$ cat src/hw/rtl/spsl_pkg.sv
// Package for the servo pulse slew limiter: opcodes, error codes, register indexes,
// memory entry layouts and their reset values.
// No dependencies; imported by every module of the block.
package spsl_pkg;

   // widths of the fixed fields
   localparam int PULSE_W = 16;
   localparam int POS_W   = 8;
   localparam int SPD_W   = 8;
   localparam int CSR_IDX_W  = 3;
   localparam int CSR_DATA_W = 16;

   // request opcodes
   typedef logic [1:0] opcode_type;
   localparam opcode_type OP_MOVE      = 2'd0;
   localparam opcode_type OP_TICK      = 2'd1;
   localparam opcode_type OP_RESET     = 2'd2;
   localparam opcode_type OP_SET_LIMIT = 2'd3;

   // latched error codes
   typedef logic [1:0] error_type;
   localparam error_type ERR_NONE  = 2'd0;
   localparam error_type ERR_INDEX = 2'd1;
   localparam error_type ERR_LIMIT = 2'd2;

   // configuration register indexes
   typedef logic [CSR_IDX_W-1:0] csr_index_type;
   localparam csr_index_type CSR_NEUTRAL_PULSE   = 3'd0;
   localparam csr_index_type CSR_PULSE_PER_UNIT  = 3'd1;
   localparam csr_index_type CSR_LIMIT_IS_ERROR  = 3'd2;
   localparam csr_index_type CSR_ABS_MIN_POS     = 3'd3;
   localparam csr_index_type CSR_ABS_MAX_POS     = 3'd4;
   localparam csr_index_type CSR_ABS_MAX_SPEED   = 3'd5;

   // register reset values
   localparam logic [PULSE_W-1:0]      NEUTRAL_RST    = 16'd30000;
   localparam logic [7:0]              PPU_RST        = 8'd100;
   localparam logic signed [POS_W-1:0] POS_LOW_RST    = -8'sd127;
   localparam logic signed [POS_W-1:0] POS_HIGH_RST   = 8'sd127;
   localparam logic [SPD_W-1:0]        SPEED_LIM_RST  = 8'd255;

   // per-servo motion entry: target and last command
   typedef struct packed {
      logic signed [POS_W-1:0] pos;
      logic [SPD_W-1:0]        spd;
      logic [PULSE_W-1:0]      cmd;
   } motion_entry_type;

   // per-servo limit entry
   typedef struct packed {
      logic signed [POS_W-1:0] lo;
      logic signed [POS_W-1:0] hi;
      logic [SPD_W-1:0]        sl;
   } limit_entry_type;

   localparam limit_entry_type LIMIT_ENTRY_RST = '{lo: POS_LOW_RST, hi: POS_HIGH_RST,
                                                  sl: SPEED_LIM_RST};

endpackage

$ cat src/hw/rtl/servo_pulse_slew_limiter_unit.sv
// Servo pulse slew limiter, top level: request sequencer, motion and limit memories,
// tick datapath. Depends on spsl_pkg and spsl_slew_calc.
//
// One request is worked at a time; req_ready is high only while the sequencer is idle.
// Per-servo state lives in two small synchronous memories (targets with commands, and
// limits) that are walked one entry at a time through a single datapath. A move or
// set-limit request reads and checks its entry; if it passes, it writes it and gives
// one status response. A tick, and the run of zero commands after an error, step each
// servo through read, multiply, add and update. A reset request checks every servo's
// stored limits, failing at the first bad one, else runs a full tick. Responses sit in
// an output register; a waiting response stalls only the update and status steps.
module servo_pulse_slew_limiter_unit #(
   parameter int SERVO_COUNT   = 8,
   parameter int FRACTION_BITS = 3
) (
   input  logic clock,
   input  logic reset,
   // request channel
   input  logic                                 req_valid,
   output logic                                 req_ready,
   input  logic [1:0]                           req_opcode,
   input  logic [7:0]                           req_servo_index,
   input  logic signed [spsl_pkg::POS_W-1:0]    req_position,
   input  logic [spsl_pkg::SPD_W-1:0]           req_speed,
   input  logic signed [spsl_pkg::POS_W-1:0]    req_new_limit_low,
   input  logic signed [spsl_pkg::POS_W-1:0]    req_new_limit_high,
   input  logic [spsl_pkg::SPD_W-1:0]           req_new_speed_limit,
   // response channel
   output logic                                 rsp_valid,
   input  logic                                 rsp_ready,
   output logic                                 rsp_is_command,
   output logic [3:0]                           rsp_servo_number,
   output logic [spsl_pkg::PULSE_W-1:0]         rsp_pulse_command,
   output logic                                 rsp_failed,
   output logic [1:0]                           rsp_error_state,
   output logic                                 rsp_last,
   // configuration write channel
   input  logic                                 csr_valid,
   output logic                                 csr_ready,
   input  logic [spsl_pkg::CSR_IDX_W-1:0]       csr_index,
   input  logic [spsl_pkg::CSR_DATA_W-1:0]      csr_data
);
   import spsl_pkg::*;

   localparam int IDX_W = (SERVO_COUNT > 1) ? $clog2(SERVO_COUNT) : 1;

   typedef enum logic [9:0] {
      ST_IDLE     = 10'b00_0000_0001,
      ST_SEL_RD   = 10'b00_0000_0010,
      ST_SEL_CHK  = 10'b00_0000_0100,
      ST_CHK_RD   = 10'b00_0000_1000,
      ST_CHK_EVAL = 10'b00_0001_0000,
      ST_RUN_RD   = 10'b00_0010_0000,
      ST_RUN_MUL  = 10'b00_0100_0000,
      ST_RUN_ADD  = 10'b00_1000_0000,
      ST_RUN_OUT  = 10'b01_0000_0000,
      ST_STATUS   = 10'b10_0000_0000
   } state_type;

   // configuration registers
   logic [PULSE_W-1:0]      neutral_ff;
   logic [7:0]              ppu_ff;
   logic                    lim_is_err_ff;
   logic signed [POS_W-1:0] abs_min_ff;
   logic signed [POS_W-1:0] abs_max_ff;
   logic [SPD_W-1:0]        abs_spd_ff;

   // sequencer
   state_type        state_ff, state_in;
   logic [IDX_W-1:0] cnt_ff, cnt_in;
   logic             fail_ff, fail_in;
   error_type        err_ff, err_in;

   // captured request
   opcode_type              op_ff;
   logic [7:0]              idx_ff;
   logic signed [POS_W-1:0] pos_ff;
   logic [SPD_W-1:0]        spd_ff;
   logic signed [POS_W-1:0] lo_ff;
   logic signed [POS_W-1:0] hi_ff;
   logic [SPD_W-1:0]        sl_ff;

   // memories with valid bits; an entry not yet written reads as its reset value
   motion_entry_type        mot_mem [SERVO_COUNT];
   limit_entry_type         lim_mem [SERVO_COUNT];
   logic [SERVO_COUNT-1:0]  mot_vld_ff;
   logic [SERVO_COUNT-1:0]  lim_vld_ff;
   motion_entry_type        mot_rd_ff;
   limit_entry_type         lim_rd_ff;
   logic                    mot_rd_vld_ff;
   logic                    lim_rd_vld_ff;
   motion_entry_type        mot_rd;
   limit_entry_type         lim_rd;
   logic [IDX_W-1:0]        mem_addr;
   logic                    mem_re;
   logic                    mot_we;
   logic                    lim_we;
   logic                    mot_clear;
   motion_entry_type        mot_wdata;
   limit_entry_type         lim_wdata;

   // tick datapath
   logic signed [16:0]  prod_pos;
   logic [PULSE_W-1:0]  prod_pos_ff;
   logic [PULSE_W-1:0]  step_ff;
   logic [PULSE_W-1:0]  target_ff;
   logic [PULSE_W-1:0]  start_ff;
   logic [PULSE_W-1:0]  start_scaled;
   logic [PULSE_W-1:0]  next_pulse;
   logic [PULSE_W-1:0]  new_cmd;

   // response register
   logic                rsp_valid_ff, rsp_valid_in;
   logic                rsp_cmd_ff, rsp_cmd_in;
   logic [3:0]          rsp_num_ff, rsp_num_in;
   logic [PULSE_W-1:0]  rsp_pulse_ff, rsp_pulse_in;
   logic                rsp_fail_ff, rsp_fail_in;
   error_type           rsp_err_ff, rsp_err_in;
   logic                rsp_last_ff, rsp_last_in;
   logic                out_free;
   logic                out_load;

   // checks
   logic cnt_last;
   logic req_fire;
   logic idx_bad;
   logic pos_below;
   logic pos_above;
   logic spd_bad;
   logic move_bad;
   logic setlim_bad;
   logic stored_bad;

   assign req_ready = (state_ff == ST_IDLE);
   assign req_fire  = req_valid && req_ready;
   assign csr_ready = 1'b1;
   assign cnt_last  = (cnt_ff == IDX_W'(SERVO_COUNT - 1));
   assign idx_bad   = (req_servo_index >= 8'(SERVO_COUNT));
   assign out_free  = !rsp_valid_ff || rsp_ready;

   // configuration writes
   always_ff @(posedge clock) begin
      if (reset) begin
         neutral_ff    <= NEUTRAL_RST;
         ppu_ff        <= PPU_RST;
         lim_is_err_ff <= 1'b0;
         abs_min_ff    <= POS_LOW_RST;
         abs_max_ff    <= POS_HIGH_RST;
         abs_spd_ff    <= SPEED_LIM_RST;
      end else if (csr_valid && csr_ready) begin
         case (csr_index)
            CSR_NEUTRAL_PULSE:  neutral_ff    <= csr_data;
            CSR_PULSE_PER_UNIT: ppu_ff        <= csr_data[7:0];
            CSR_LIMIT_IS_ERROR: lim_is_err_ff <= csr_data[0];
            CSR_ABS_MIN_POS:    abs_min_ff    <= $signed(csr_data[POS_W-1:0]);
            CSR_ABS_MAX_POS:    abs_max_ff    <= $signed(csr_data[POS_W-1:0]);
            CSR_ABS_MAX_SPEED:  abs_spd_ff    <= csr_data[SPD_W-1:0];
            default: ;
         endcase
      end
   end

   // memory address: the addressed servo for move and set limits, else the walk counter
   assign mem_addr = (state_ff == ST_SEL_RD || state_ff == ST_SEL_CHK) ?
                     idx_ff[IDX_W-1:0] : cnt_ff;
   assign mem_re   = (state_ff == ST_SEL_RD) || (state_ff == ST_CHK_RD) ||
                     (state_ff == ST_RUN_RD);

   // motion and limit memories
   always_ff @(posedge clock) begin
      if (mot_we) begin
         mot_mem[mem_addr] <= mot_wdata;
      end
      if (lim_we) begin
         lim_mem[mem_addr] <= lim_wdata;
      end
      if (mem_re) begin
         mot_rd_ff <= mot_mem[mem_addr];
         lim_rd_ff <= lim_mem[mem_addr];
      end
   end

   // valid bits, read valid follows read data
   always_ff @(posedge clock) begin
      if (reset) begin
         mot_vld_ff    <= '0;
         lim_vld_ff    <= '0;
         mot_rd_vld_ff <= 1'b0;
         lim_rd_vld_ff <= 1'b0;
      end else begin
         if (mot_clear) begin
            mot_vld_ff <= '0;
         end else if (mot_we) begin
            mot_vld_ff[mem_addr] <= 1'b1;
         end
         if (lim_we) begin
            lim_vld_ff[mem_addr] <= 1'b1;
         end
         if (mem_re) begin
            mot_rd_vld_ff <= mot_vld_ff[mem_addr];
            lim_rd_vld_ff <= lim_vld_ff[mem_addr];
         end
      end
   end

   assign mot_rd = mot_rd_vld_ff ? mot_rd_ff : '0;
   assign lim_rd = lim_rd_vld_ff ? lim_rd_ff : LIMIT_ENTRY_RST;

   // move and set-limit checks against the addressed entry
   assign pos_below  = (pos_ff < lim_rd.lo);
   assign pos_above  = (pos_ff > lim_rd.hi);
   assign spd_bad    = (spd_ff > lim_rd.sl) || (spd_ff == '0);
   assign move_bad   = lim_is_err_ff && (pos_below || pos_above || spd_bad);
   assign setlim_bad = (lo_ff < abs_min_ff) || (hi_ff > abs_max_ff) || (lo_ff >= hi_ff) ||
                       (sl_ff > abs_spd_ff);
   assign stored_bad = (lim_rd.lo >= lim_rd.hi) || (lim_rd.lo < abs_min_ff) ||
                       (lim_rd.hi > abs_max_ff) || (lim_rd.sl > abs_spd_ff);

   // tick datapath: multiply, then target and start, then slew step
   assign prod_pos     = $signed({1'b0, ppu_ff}) * mot_rd.pos;
   assign start_scaled = mot_rd.cmd << FRACTION_BITS;

   always_ff @(posedge clock) begin
      if (state_ff == ST_RUN_MUL) begin
         prod_pos_ff <= prod_pos[PULSE_W-1:0];
         step_ff     <= PULSE_W'(ppu_ff * mot_rd.spd);
      end
      if (state_ff == ST_RUN_ADD) begin
         target_ff <= neutral_ff + prod_pos_ff;
         start_ff  <= (mot_rd.cmd == '0) ? neutral_ff : start_scaled;
      end
   end

   spsl_slew_calc u_slew (
      .start      (start_ff),
      .target     (target_ff),
      .step       (step_ff),
      .next_pulse (next_pulse)
   );

   assign new_cmd = (err_ff != ERR_NONE) ? '0 : (next_pulse >> FRACTION_BITS);

   // sequencer
   always_comb begin
      state_in     = state_ff;
      cnt_in       = cnt_ff;
      fail_in      = fail_ff;
      err_in       = err_ff;
      mot_we       = 1'b0;
      lim_we       = 1'b0;
      mot_clear    = 1'b0;
      mot_wdata    = mot_rd;
      lim_wdata    = '{lo: lo_ff, hi: hi_ff, sl: sl_ff};
      out_load     = 1'b0;
      rsp_cmd_in   = 1'b0;
      rsp_num_in   = '0;
      rsp_pulse_in = '0;
      rsp_fail_in  = fail_ff;
      rsp_err_in   = err_ff;
      rsp_last_in  = 1'b1;
      case (state_ff)
         ST_IDLE: begin
            if (req_fire) begin
               cnt_in  = '0;
               fail_in = 1'b0;
               if (req_opcode == OP_TICK) begin
                  state_in = ST_RUN_RD;
               end else if (req_opcode == OP_RESET) begin
                  state_in = ST_CHK_RD;
               end else if (idx_bad) begin
                  err_in   = ERR_INDEX;
                  fail_in  = 1'b1;
                  state_in = ST_RUN_RD;
               end else begin
                  state_in = ST_SEL_RD;
               end
            end
         end
         ST_SEL_RD: begin
            state_in = ST_SEL_CHK;
         end
         ST_SEL_CHK: begin
            if (op_ff == OP_MOVE) begin
               if (move_bad) begin
                  err_in   = ERR_LIMIT;
                  fail_in  = 1'b1;
                  state_in = ST_RUN_RD;
               end else begin
                  mot_we        = 1'b1;
                  mot_wdata.pos = pos_below ? lim_rd.lo : (pos_above ? lim_rd.hi : pos_ff);
                  mot_wdata.spd = spd_bad ? lim_rd.sl : spd_ff;
                  state_in      = ST_STATUS;
               end
            end else begin
               if (setlim_bad) begin
                  err_in   = ERR_LIMIT;
                  fail_in  = 1'b1;
                  state_in = ST_RUN_RD;
               end else begin
                  lim_we   = 1'b1;
                  state_in = ST_STATUS;
               end
            end
         end
         ST_CHK_RD: begin
            state_in = ST_CHK_EVAL;
         end
         ST_CHK_EVAL: begin
            if (stored_bad) begin
               fail_in  = 1'b1;
               state_in = ST_STATUS;
            end else if (cnt_last) begin
               // limits pass: clear error, targets and commands, then tick
               err_in    = ERR_NONE;
               mot_clear = 1'b1;
               cnt_in    = '0;
               state_in  = ST_RUN_RD;
            end else begin
               cnt_in   = cnt_ff + 1'b1;
               state_in = ST_CHK_RD;
            end
         end
         ST_RUN_RD: begin
            state_in = ST_RUN_MUL;
         end
         ST_RUN_MUL: begin
            state_in = ST_RUN_ADD;
         end
         ST_RUN_ADD: begin
            state_in = ST_RUN_OUT;
         end
         ST_RUN_OUT: begin
            // write back and emit once the response register is free
            if (out_free) begin
               mot_we        = 1'b1;
               mot_wdata.cmd = new_cmd;
               out_load      = 1'b1;
               rsp_cmd_in    = 1'b1;
               rsp_num_in    = 4'(cnt_ff);
               rsp_pulse_in  = new_cmd;
               rsp_last_in   = cnt_last;
               if (cnt_last) begin
                  state_in = ST_IDLE;
               end else begin
                  cnt_in   = cnt_ff + 1'b1;
                  state_in = ST_RUN_RD;
               end
            end
         end
         ST_STATUS: begin
            if (out_free) begin
               out_load = 1'b1;
               state_in = ST_IDLE;
            end
         end
         default: begin
            state_in = ST_IDLE;
         end
      endcase
   end

   // response valid
   always_comb begin
      if (out_load) begin
         rsp_valid_in = 1'b1;
      end else if (rsp_ready) begin
         rsp_valid_in = 1'b0;
      end else begin
         rsp_valid_in = rsp_valid_ff;
      end
   end

   // control state
   always_ff @(posedge clock) begin
      if (reset) begin
         state_ff     <= ST_IDLE;
         cnt_ff       <= '0;
         fail_ff      <= 1'b0;
         err_ff       <= ERR_NONE;
         rsp_valid_ff <= 1'b0;
      end else begin
         state_ff     <= state_in;
         cnt_ff       <= cnt_in;
         fail_ff      <= fail_in;
         err_ff       <= err_in;
         rsp_valid_ff <= rsp_valid_in;
      end
   end

   // request capture and response payload
   always_ff @(posedge clock) begin
      if (req_fire) begin
         op_ff  <= req_opcode;
         idx_ff <= req_servo_index;
         pos_ff <= req_position;
         spd_ff <= req_speed;
         lo_ff  <= req_new_limit_low;
         hi_ff  <= req_new_limit_high;
         sl_ff  <= req_new_speed_limit;
      end
      if (out_load) begin
         rsp_cmd_ff   <= rsp_cmd_in;
         rsp_num_ff   <= rsp_num_in;
         rsp_pulse_ff <= rsp_pulse_in;
         rsp_fail_ff  <= rsp_fail_in;
         rsp_err_ff   <= rsp_err_in;
         rsp_last_ff  <= rsp_last_in;
      end
   end

   assign rsp_valid         = rsp_valid_ff;
   assign rsp_is_command    = rsp_cmd_ff;
   assign rsp_servo_number  = rsp_num_ff;
   assign rsp_pulse_command = rsp_pulse_ff;
   assign rsp_failed        = rsp_fail_ff;
   assign rsp_error_state   = rsp_err_ff;
   assign rsp_last          = rsp_last_ff;

endmodule

$ cat src/hw/rtl/spsl_slew_calc.sv
// One slew step of a servo pulse: moves the start pulse toward the target by at most
// the step, with 16-bit wrapping arithmetic. Uses spsl_pkg.
module spsl_slew_calc (
   input  logic [spsl_pkg::PULSE_W-1:0] start,
   input  logic [spsl_pkg::PULSE_W-1:0] target,
   input  logic [spsl_pkg::PULSE_W-1:0] step,
   output logic [spsl_pkg::PULSE_W-1:0] next_pulse
);
   import spsl_pkg::*;

   logic [PULSE_W-1:0] diff;
   logic [PULSE_W-1:0] span;

   // wrapped difference, magnitude taken as signed (0x8000 stays 32768)
   assign diff = start - target;
   assign span = diff[PULSE_W-1] ? (~diff + 1'b1) : diff;

   // jump when close, else step toward target
   always_comb begin
      if (span < step) begin
         next_pulse = target;
      end else if (target > start) begin
         next_pulse = start + step;
      end else begin
         next_pulse = start - step;
      end
   end

endmodule

$ cat config.mk
export PLATFORM = sky130hd
export DESIGN_NAME = servo_pulse_slew_limiter_unit
export DESIGN_NICKNAME = d
export VERILOG_FILES = /design/src/hw/rtl/spsl_pkg.sv /design/src/hw/rtl/servo_pulse_slew_limiter_unit.sv /design/src/hw/rtl/spsl_slew_calc.sv
export SDC_FILE = /design/constraint.sdc
export NUM_CORES = 1
export LEC_CHECK = 0
export BUFFER_PORTS_ARGS = -buffer_cell sky130_fd_sc_hd__buf_2
export CAP_MARGIN = 15
export CORE_ASPECT_RATIO = 0.6
export CORE_MARGIN = 2
export CORE_UTILIZATION = 35
export DETAILED_ROUTE_END_ITERATION = 10
export PLACE_DENSITY_LB_ADDON = 0.2
export SLEW_MARGIN = 20
export SYNTH_ARGS = -nofsm -noshare
export SYNTH_HDL_FRONTEND = slang
export SYNTH_SLANG_ARGS = --single-unit
$ cat constraint.sdc
create_clock -name clock -period 12.1 [get_ports clock]
set_input_delay 1.815 -clock clock [delete_from_list [all_inputs] [get_ports clock]]
set_output_delay 1.815 -clock clock [all_outputs]
set_load 0.01 [all_outputs]
==> Word level (Yosys, flattened, before mapping) <==
Memory sizes are Yosys's and may differ from the RTL's. A register that Yosys moved wholly into a read port is not among the register bits.
Index checks and enable logic that the tools add are counted.
W data, S select, Z words.
{ "op_classes": {"add_sub_neg": 6, "multipliers": 2, "n_lt_le_gt_ge": 16, "eq_ne": 30, "n_mux": 77, "bitwise": 3, "reduce_logical": 38} }
{ "ops": {"columns": ["operator", "count"], "rows": [
  ["$mux W16", 9],
  ["$pmux W10 S10", 1],
  ["$mux W10", 7],
  ["$gt A8 B8 Y1", 6],
  ["$add A16 B16 Y16", 2],
  ["$mux W32", 1],
  ["$sub A16 B16 Y16", 2],
  ["$mux W6", 5],
  ["$mux W1", 27],
  ["$lt A8 B8 Y1", 3],
  ["$mux W24", 1],
  ["$mux W8", 3],
  ["$mux W2", 9],
  ["$mux W3", 6],
  ["$add A16 B1 Y16 const B", 1],
  ["$ge A8 B8 Y1", 2],
  ["$gt A16 B16 Y1", 1],
  ["$logic_not A16 Y1", 1],
  ["$lt A16 B16 Y1", 1],
  ["$mul A8 B8 Y16", 1],
  ["$mul A9 B8 Y16", 1],
  ["$ne A2 B2 Y1 const B", 8],
  ["$not A16 Y16", 1],
  ["$or A8 B8 Y8", 2],
  ["42 further kinds", 71]
]} }
{ "word_totals": {"register_bits": 218, "ramBits": 448, "output_inout_bits": 28, "wordCells": 208, "n_memories": 2} }
{ "mem_list": {"columns": ["name", "depth", "width", "read_ports", "rd_clocked_by_memory_dff", "wr", "line", "rtl"], "rows": [
  ["mot_mem", 8, 32, 1, 1, 1, "servo_pulse_slew_limiter_unit.sv:84", "motion_entry_type mot_mem [SERVO_COUNT];"],
  ["lim_mem", 8, 24, 1, 1, 1, "servo_pulse_slew_limiter_unit.sv:85", "limit_entry_type lim_mem [SERVO_COUNT];"]
]} }

==> Logic depth before layout (Yosys ltp) <==
Gate-level depths: netlist (run 1).
{ "logic_depth": {"ltp_word": 10, "ltp_mapped": 23, "depth_no_buf": 22} }

==> Hierarchy <==
From an unflattened synthesis (run 1), not the netlist that was laid out.
{ "hier_totals": {"hier_cells": 2911, "area_unflattened_um2": 35938.2} }
{ "modules_own_cells": {"columns": ["module", "n_inst", "cells_per_inst", "area_per_inst_um2", "seq_area_each_um2"], "rows": [
  ["servo_pulse_slew_limiter_unit", 1, 2558, 33322.0, 20719.9],
  ["spsl_slew_calc", 1, 353, 2616.3, 0.0]
]} }

==> Worst setup path before layout (run 1) <==
OpenSTA, ideal clock, no wires.
{ "synth_timing": {"path_type": "reg-to-reg", "start": "register state_ff[3]", "end": "register state_ff[5]", "setup_time_ps": 74, "arrival_time_ps": 5310, "required_ps": 12026, "setup_slack_ps": 6716, "stages_incl_launch_ff": 7, "path_buffers": 1, "synth_period_minus_slack_ps": 5384, "cell_sequence": "dfxtp_1 > or2_1 > buf_2 > a2111oi_2 > nor4_1 > or3_1 > a31oi_1"} }
{ "synth_via": {"elab_chain_len": 4, "elab_cells_between_ends": 16, "classes_between": "13 x eq/ne; 1 x mux; 2 x reduce/logical"} }
{ "synth_rtl": {"columns": ["element", "line", "rtl"], "rows": [
  ["from (decl)", "servo_pulse_slew_limiter_unit.sv:69", "state_type state_ff, state_in;"],
  ["from (signal assigned)", "servo_pulse_slew_limiter_unit.sv:382", "state_ff <= state_in;"],
  ["$eq A10 B1 Y1", "servo_pulse_slew_limiter_unit.sv:134, servo_pulse_slew_limiter_unit.sv:261", null],
  ["$logic_and A1 B1 Y1", "servo_pulse_slew_limiter_unit.sv:135", "assign req_fire = req_valid && req_ready;"],
  ["$ne A2 B1 Y1 (no line)", null, null],
  ["$reduce_and A3 Y1 (no line)", null, null]
]} }
Parallel ways exist; a longest one is shown, timed or not.
A chain may end at the register's enable or synchronous reset.

==> summary by stage, run 1 <==
Power
In this run the power density over the cells is 144 mW/mm2. Sequential cells burn 50.9% of the power. The worst-case vdd ir drop is 0.0851 mV. The clock power share is 39.4%. Combinational logic burns 9.7% of the power. The analysis attributes to cell leakage a power of 15.6 nW.

Net switching is 25.7% of the power. The cell internal power dissipation is 4.29 mW. The net switching component of the power is 1.48 mW.

Routing
The via-per-instance ratio is 5.58. In this run the remaining antenna-violating nets after routing total 0. The routed via count is 24170.

The average wire length per cell after detail routing is 25.4 um. The total detailed-routing wirelength is 110 mm. The total DRC errors in the routed layout is 0. The number of design-rule violations left by the first detailed-router iteration is 2690. The first detailed-routing pass ran for 5 iterations.

Synthesis
By area the synthesized netlist is led by sky130_fd_sc_hd__edfxtp_1, sky130_fd_sc_hd__ha_1, sky130_fd_sc_hd__dfxtp_1, sky130_fd_sc_hd__fa_1, sky130_fd_sc_hd__a22oi_1. In this run the biggest area consumer among cell types represents 53.5% of the synthesized area. Synthesis instantiated 90 different standard cells from the library. The register area share after synthesis is 58.2%. The top flip-flop cell by instance count after synthesis is sky130_fd_sc_hd__edfxtp_1. A synthesized cell averages 12.5 um2. After synthesis the cells add up to 0.0356 mm2. For this run, the number of Yosys warnings is 0.

After synthesis, the share of flip-flops with an asynchronous set or reset is 0%. The cell count after synthesis is 2849. Summed over all instances, the cell type with the most area after synthesis is sky130_fd_sc_hd__edfxtp_1. Synthesis inferred 718 register bits. The count of flip-flops with a built-in enable after synthesis is 634.

Floorplanning
The die outline height is 251 um. The die covers 0.104 mm2. The core region is 0.101 mm2. The number of ports placed on the die boundary is 102. The x dimension of the die is 416 um. The floorplan has 90 rows. For this configuration, the core starts out at a cell density of 35.4%.

Global route
The number of global-route vias before repair is 23900. The first-pass GRT wire length is 162 mm. The met1 layer usage reported by global route is 33.7%.

The total routing usage reported by global routing is 21.1%. The overflow left after global routing is 0. Entering global routing, the biggest net connects 76 pins. The met3 demand-to-capacity share in global routing is 5.93%. The number of antenna violations at the first check in global routing is 2. The met2 track demand over resource is 27.8%. The most utilized layer in the global route result is met1.

CTS
The number of buffers on the longest clock path is 3. Clock-pin slew was measured on the worst setup and hold paths at 70 ps. The number of H-tree levels is 3. The root buffer cell chosen for the clock tree is sky130_fd_sc_hd__clkbuf_16. The later pin in the worst-skew pair is clocked with a latency of 670 ps. The count of hold buffers inserted by post-cts repair is 0. The number of gates resized after cts is 0. TritonCTS built the clock tree. The number of CTS-inserted buffers is 70. The number of buffers inserted to repair setup after CTS is 0. The total number of clock tree sinks is 718.

Timing
The post-layout worst setup margin is 5790 ps. Based on the critical path, the design can be clocked at up to 0.159 GHz. The final-report max-slew violation count is 0. After layout, the worst path uses 52.1% of the clock period. Setup repair after global routing left no endpoint under its margin. Between clock sinks in the finished design, the worst skew comes to 37.2 ps.

Adding up every negative setup slack in the final design gives 0 ps. Headroom to the max-slew limit came out at 27.5%. For the pin with the worst max-slew slack, the measured transition is 1080 ps.

The final-report hold violation count is 0. Counting I/O delays and the setup requirement, the final critical path takes 6310 ps. The final setup violation count is 0.

Place
The detailed-placement wirelength estimate is 75.8 mm. Routability-driven placement finished with a final weighted congestion of 0.912. The placement-stage worst setup slack is 5900 ps. The number of buffer cells added on primary ports is 96.

Setup path
The endpoint type of the worst setup path is a register. Data on the critical path is required at its endpoint by 12460 ps. The type of the setup path with the least slack is register to register. The startpoint of the worst register-to-register path is start_ff[0]$_SDFFCE_PN0P_.

The data arrival time at the worst-slack endpoint is 6660 ps. The critical path startpoint category is a register. In this run the worst path has a maximum fanout of 16. The critical path starts at start_ff[0]$_SDFFCE_PN0P_.

Final layout
Registers take 0.0207 mm2. The multi-input logic area is 0.0137 mm2. The proportion of layout cells with a drive suffix above 1 is 10.6%. The net count reported at finish is 3318. Measured on the finished design, the core utilization comes to 39.8%.

The filler cells instantiated in the layout total 9544. The top cell types in the final layout, fill and taps aside, are sky130_fd_sc_hd__edfxtp_1, sky130_fd_sc_hd__nand2_1, sky130_fd_sc_hd__ha_1. Compared with the post-synthesis result, the final layout area differs by 12.6%. Leaving out fill and tap cells, the most frequent cell in the layout is sky130_fd_sc_hd__edfxtp_1.

Worst hold path
The launch point of the worst hold path is abs_max_ff[7]$_SDFFE_PP0P_. The class of the most critical hold timing path is register to register.

Run
Max-cap violations in this run came to 0.

Outcome
The flow ran to the end, and the final reports show no timing, DRC or antenna violations.
## kinds of logic (layout without fill, tap and decap cells)
kind of cell | after synthesis | after routing | synth area share (%)
buffers and inverters | 334 | 481 | 3.77
other | 2 | 7 | 0.0211
flip-flops | 718 | 718 | 58.2
AND/OR/NAND/NOR | 778 | 778 | 11.1
XOR/XNOR | 88 | 88 | 2.19
AO/OA/AOI/OAI | 600 | 600 | 11.7
multiplexers | 28 | 28 | 0.889
adder cells (fa/ha/maj) | 301 | 301 | 12.2
## critical path, stage by stage, from the launching register on
cell	delay (ps)
sky130_fd_sc_hd__edfxtp_1	390
sky130_fd_sc_hd__inv_1	70
sky130_fd_sc_hd__ha_1	170
sky130_fd_sc_hd__inv_1	70
sky130_fd_sc_hd__fa_1	440
sky130_fd_sc_hd__a21o_1	250
sky130_fd_sc_hd__a221oi_4	390
sky130_fd_sc_hd__a21oi_2	140
sky130_fd_sc_hd__a21o_1	190
sky130_fd_sc_hd__a21oi_1	170
sky130_fd_sc_hd__xor2_1	450
sky130_fd_sc_hd__nand4b_1	230
sky130_fd_sc_hd__o41ai_2	340
sky130_fd_sc_hd__xnor2_1	190
sky130_fd_sc_hd__ha_1	270
sky130_fd_sc_hd__nand4_1	100
sky130_fd_sc_hd__a211oi_1	100
sky130_fd_sc_hd__a21oi_1	150
sky130_fd_sc_hd__o211ai_1	140
sky130_fd_sc_hd__a31oi_4	630
sky130_fd_sc_hd__inv_1	260
sky130_fd_sc_hd__mux2i_1	240
sky130_fd_sc_hd__o21ai_0	590
## per-layer routing
layer | up-vias | wire (um)
met5 | - | 0
met1 | 12178 | 55100
met4 | 0 | 2000
li1 | 10811 | -
met3 | 123 | 11200
met2 | 1058 | 42000
## power by group through the flow
| stage | combinational [mW] | clock (mW) | sequential [mW] |
|---|---|---|---|
| 2_1_floorplan | 0.362 | 0 | 2.92 |
| 3_3_place_gp | 0.536 | 0 | 2.98 |
| 3_5_place_dp | 0.550 | 0 | 2.99 |
| 4_1_cts | 0.553 | 2.32 | 2.93 |
| 5_1_grt | 0.627 | 2.41 | 2.94 |
| 6_report | 0.563 | 2.27 | 2.94 |
## metrics by stage
step | power [mW] | cells | area [um2] | hold WS, ps
CTS | 5.80 | 4333 | 40000 | 464
global placement | 3.52 | 4206 | 37700 | 446
detailed placement | 3.54 | 4206 | 37700 | 454
finish | 5.77 | 4335 | 40100 | 466
global route | 5.99 | 4333 | 40100 | 484
floorplan | 3.28 | 2852 | 35600 | 409
## sequential cells by signal (all words and copies together) (netlist names), 10 cells and up
name	count
mot_mem	256
lim_mem	192
mot_rd_ff	32
lim_rd_ff	24
neutral_ff	16
prod_pos_ff	16
start_ff	16
step_ff	16
target_ff	16
rsp_pulse_command	13
state_ff	10
## cell usage after synthesis, types with 7 or more instances
cell type and count:
sky130_fd_sc_hd__edfxtp_1 634, sky130_fd_sc_hd__nand2_1 247, sky130_fd_sc_hd__ha_1 225, sky130_fd_sc_hd__inv_1 211, sky130_fd_sc_hd__a22oi_1 197, sky130_fd_sc_hd__nor2_1 131, sky130_fd_sc_hd__a21oi_1 112, sky130_fd_sc_hd__dfxtp_1 84
sky130_fd_sc_hd__and3_1 79, sky130_fd_sc_hd__o21ai_0 79, sky130_fd_sc_hd__clkbuf_1 78, sky130_fd_sc_hd__fa_1 75, sky130_fd_sc_hd__xnor2_1 67, sky130_fd_sc_hd__nand4_1 61, sky130_fd_sc_hd__nand3_1 57, sky130_fd_sc_hd__a21o_1 45
sky130_fd_sc_hd__nand2b_1 36, sky130_fd_sc_hd__a211oi_1 30, sky130_fd_sc_hd__nand3b_1 27, sky130_fd_sc_hd__buf_2 26, sky130_fd_sc_hd__o21a_1 25, sky130_fd_sc_hd__mux2i_1 23, sky130_fd_sc_hd__nor2b_1 22, sky130_fd_sc_hd__nor3_1 20
sky130_fd_sc_hd__xor2_1 20, sky130_fd_sc_hd__nor4_1 18, sky130_fd_sc_hd__and2_1 17, sky130_fd_sc_hd__or2_2 15, sky130_fd_sc_hd__a22o_1 14, sky130_fd_sc_hd__buf_4 13, sky130_fd_sc_hd__or3_1 13, sky130_fd_sc_hd__a31oi_1 10
sky130_fd_sc_hd__o31ai_1 9, sky130_fd_sc_hd__o211ai_1 7
## layout make-up
| class | count | share of cell area (%) |
|---|---|---|
| Clock inverter | 38 | 1.02 |
| Multi-Input combinational cell | 1800 | 34.2 |
| Inverter | 212 | 1.99 |
| Sequential cell | 718 | 51.7 |
| Timing Repair Buffer | 142 | 2.06 |
| Tap cell | 1334 | 4.17 |
| Antenna cell | 2 | 0.0125 |
| Clock buffer | 89 | 4.78 |
## final timing paths
check | to | slack (ps) | cells after the start
worst max register to register | mot_mem[4][11]$_DFFE_PP_ | 5790 | 22
worst min-delay path | abs_max_ff[7]$_SDFFE_PP0P_ | 470 | 2
worst min register to register | abs_max_ff[7]$_SDFFE_PP0P_ | 470 | 2
worst max-delay path | mot_mem[4][11]$_DFFE_PP_ | 5790 | 22
No activity file was read; power rests on OpenSTA's default activity.
==> run 2: changes to the inputs <==
--- a/config.mk
+++ b/config.mk
@@ -5,6 +5,7 @@
 export SDC_FILE = /design/constraint.sdc
 export NUM_CORES = 1
 export LEC_CHECK = 0
+export ABC_AREA = 1
 export BUFFER_PORTS_ARGS = -buffer_cell sky130_fd_sc_hd__buf_2
 export CAP_MARGIN = 15
 export CORE_ASPECT_RATIO = 0.6
==> constraint.sdc (replaced) <==
create_clock -name clock -period 5.7 [get_ports clock]
set_input_delay 0.855 -clock clock [delete_from_list [all_inputs] [get_ports clock]]
set_output_delay 0.855 -clock clock [all_outputs]
set_load 0.01 [all_outputs]
==> summary by stage, run 2 <==
Routing
The pre-antenna-repair detailed-routing pass consisted of 5 iterations. After detailed routing, the met2 layer carries 39.5 mm of wire. Signal routing reaches up to met5.

The routed layout has 24772 vias. After detailed routing, the average wire length per cell comes to 22.0 um. The number of design-rule violations left by the first detailed-router iteration is 2720.

The residual antenna-violating net count after detailed routing is 0. For this run, design rule violations remaining after detail routing come to 0. In the final routing, the length of wire on met1 measures 55.2 mm.

Dividing the detail-routed via count by the number of cells gives 5.17. Summed over all layers, the routed wires come to 105 mm. The met3 wirelength from detailed routing is 9.19 mm.

Synthesis
A synthesized cell averages 11.0 um2. The total standard cell area after synthesis is 0.0359 mm2. By count the netlist is led by sky130_fd_sc_hd__edfxtp_1, sky130_fd_sc_hd__nand2_1, sky130_fd_sc_hd__inv_1, sky130_fd_sc_hd__nor2_1, sky130_fd_sc_hd__ha_1. The most frequently used cell type in the post-synthesis netlist is sky130_fd_sc_hd__edfxtp_1. The number of distinct standard cells referenced by the synthesized netlist is 54. The top flip-flop cell by instance count after synthesis is sky130_fd_sc_hd__edfxtp_1.

The cell type with the largest total area after synthesis is sky130_fd_sc_hd__edfxtp_1. Yosys attributes the largest share of cell area to sky130_fd_sc_hd__edfxtp_1, sky130_fd_sc_hd__ha_1, sky130_fd_sc_hd__nand2_1, sky130_fd_sc_hd__dfxtp_1, sky130_fd_sc_hd__inv_1. The total of warnings raised by yosys is 0. Sequential elements use 57.7% of the synthesized area. The count of flip-flops with a built-in enable after synthesis is 634.

In the synthesized netlist the async set-or-reset flop fraction comes to 0%. The synthesis-stage register bit count is 718. The cell count after synthesis is 3261. Summed over its instances, the top area cell type makes up 53.0% of the synthesized netlist area.

Worst hold path
The end of the worst hold path is pos_ff[5]$_DFFE_PP_. The tightest min-delay check is of the input port to register type. The number of cells traversed by the worst hold path is 1. The worst hold path begins at req_position[5].

Floorplanning
Row generation in the floorplan step produced 90 rows. The region available for standard cell placement spans 0.101 mm2. The x dimension of the die is 418 um. The overall die area is 0.105 mm2. For this design the top-level I/O count stands at 102. The die outline height is 252 um. Once the floorplan was initialized, standard cells occupied 35.5% of the core.

Final layout
Leaving out fill and tap cells, the most frequent cell in the layout is sky130_fd_sc_hd__edfxtp_1. The register name with the most flops is mot_mem. The proportion of layout cells with a drive suffix above 1 is 8.86%. The number of flip-flops under the largest register name is 256.

In the final layout, the registers with the most flip-flops are mot_mem x256, lim_mem x192, mot_rd_ff x32. Relative to the synthesized area, the layout overhead comes to 12.6%. After the last flow step, the layout net total stands at 3774. The count of fill cells added during filler insertion is 9868.

In the layout the commonest cells are sky130_fd_sc_hd__edfxtp_1, sky130_fd_sc_hd__nand2_1, sky130_fd_sc_hd__inv_1. The non-filler instance count after layout is 4790.

Run
The number of max-cap violations is 0.

Setup path
The endpoint of the lowest-slack register-to-register path is prod_pos_ff[14]$_DFFE_PP_. Among all stages on the critical path, the largest delay is contributed by sky130_fd_sc_hd__dfxtp_1. The critical path goes through nand2_1 > inv_1 > nand2_1 > fa_1 > fa_1 > inv_1 > fa_1 > inv_1 > fa_1 > inv_1 > ha_1 > a21oi_1 > inv_1 > a31oi_1 > o21ai_0 > nand3_1 > nand2_1 > a21oi_1 > nor2_1 > nor2_1 > xnor2_1. In this run the critical register-to-register path is launched from mot_rd_vld_ff$_SDFFE_PP0P_. The cell with the most instances on the worst path is sky130_fd_sc_hd__inv_1.

The required time of the critical path is 6080 ps. The worst-path maximum fanout is 15. The data arrival time at the worst-slack endpoint is 5660 ps.

The worst register-to-register path has a depth of 21. On the worst path, the slowest cell contributes a delay of 690 ps. The critical path is of the register to register type. The endpoint type of the worst setup path is a register.

STA classifies the critical path startpoint as a register. The slack of the worst reg-to-reg path is 420 ps.

Timing
The slew at the pin closest to its max-slew limit is 1010 ps. Setup violations remaining at the end of the flow were counted as 0. Summed over all failing endpoints, the final setup total negative slack is 0 ps. Derived from the worst setup path, the maximum achievable clock frequency is 0.190 GHz. The final-report max-slew violation count is 0. The final critical path takes up 92.6% of the cycle. The clock arrives with 24.4 ps of skew.

The headroom to the max-slew limit is 31.8%. Setup repair after global routing left no endpoint under its margin. The routed design could run at a clock period as short as 5280 ps. The final-report hold violation count came to 0.

Final hold analysis gives a worst-case slack of 385 ps.

Power
Across the VDD grid, the largest voltage drop is 0.228 mV. Summed over all cells, the static leakage comes to 16.5 nW. Power spread over the standard cell area amounts to 331 mW/mm2.

Outcome
The run finished with clean final reports.

CTS
Clock tree synthesis inserted a total of 72 buffers. The clock edge transition at the registers on the reported setup and hold paths is 60 ps. The clock latency reported for the late side of the worst-skew pair is 650 ps. The number of buffers on the longest clock path is 3. In this run the clock root is driven by a sky130_fd_sc_hd__clkbuf_16. For this design, the CTS-stage hold fixing added 0 buffers. The total number of clock tree sinks is 718. The H-tree generated during clock tree synthesis spans 3 levels.

The CTS tree is done.

Global route
The number of global-route vias before repair is 23864. The number of antenna violations at the first check in global routing came to 9. Entering global routing, the biggest net connects 58 pins. In the global route stage, overall resource usage came out at 20.2%. The overflow left after global routing is 0. The first-pass GRT wire length is 157 mm.

Place
The global placement routability congestion is 0.918. The number of placed instances, taps included is 4660. The number of buffer cells added on primary ports is 96. The wire-length estimate of the detail-placed layout is 75.1 mm.
## run 2: worst max-delay path: cells and delay by family, from the launching register on
kind            cells  cell delay, ps
compound gates      4             720
xor+xnor            1              70
fa+ha+maj           5            2250
buf+inv             5             470
flops               1             690
simple gates        6             830
## run 2: worst max path at each step
stage | from | to | slack (ps)
2_1_floorplan | mot_rd_vld_ff$_SDFFE_PP0P_ | prod_pos_ff[14]$_DFFE_PP_ | 480
3_3_place_gp | start_ff[0]$_SDFFCE_PN0P_ | mot_mem[4][10]$_DFFE_PP_ | 80
3_5_place_dp | start_ff[0]$_SDFFCE_PN0P_ | mot_mem[4][10]$_DFFE_PP_ | 90
4_1_cts | start_ff[0]$_SDFFCE_PN0P_ | mot_mem[1][10]$_DFFE_PP_ | 70
5_1_grt | mot_rd_vld_ff$_SDFFE_PP0P_ | prod_pos_ff[14]$_DFFE_PP_ | 50
6_report | mot_rd_vld_ff$_SDFFE_PP0P_ | prod_pos_ff[14]$_DFFE_PP_ | 420
## run 2: where the power goes
part / total [mW] / internal [mW] / leakage (nW) / switching (mW)
Sequential: 6.25 / 6.05 / 6.56 / 0.193
Combinational: 2.30 / 0.711 / 8.83 / 1.58
Clock: 4.84 / 2.78 / 1.14 / 2.06
## run 2: layer usage
metal	vias up	global-route usage (%)
li1	11602	-
met1	12171	33.4
met2	883	26.5
met3	108	4.22
met4	8	3.80
met5	-	0
## run 2: timing repair
item,CTS,global route
setup buffers,0,0
resized for setup,0,4
setup endpoints to repair,0,56
## run 2: area by class of cell
class	count	area [um2]	share of cell area (%)
multi-input cells	1994	13100	32.3
inverters	458	1720	4.25
clock inverters	36	409	1.01
repair buffers	156	943	2.33
flip-flops and latches	718	20700	51.2
well taps	1334	1670	4.12
clock buffers	91	1940	4.78
diodes	3	7.51	0.0186
## run 2: logic make-up (layout without fill, tap and decap cells)
| family | Yosys count | in the layout | synth area share, % |
|---|---|---|---|
| and+or+nand+nor | 1058 | 1058 | 12.6 |
| DFF | 718 | 718 | 57.7 |
| buffers and inverters | 552 | 741 | 6.12 |
| AOI/OAI and AO/OA | 550 | 550 | 9.60 |
| adders and majority gates | 300 | 300 | 12.0 |
| xor gates and xnor gates | 79 | 79 | 1.93 |
| other | 2 | 8 | 0.0209 |
| muxes | 2 | 2 | 0.0627 |
## run 2: stage by stage
step	setup slack, ps	instance area [um2]	utilization (%)	total power, mW
2_1_floorplan	479	35900	-	7.76
3_3_place_gp	81.0	38100	37.7	8.64
3_5_place_dp	89.0	38100	37.7	8.64
4_1_cts	66.0	40400	40.0	13.5
5_1_grt	46.4	40500	40.0	14.0
6_report	424	40500	40.0	13.4
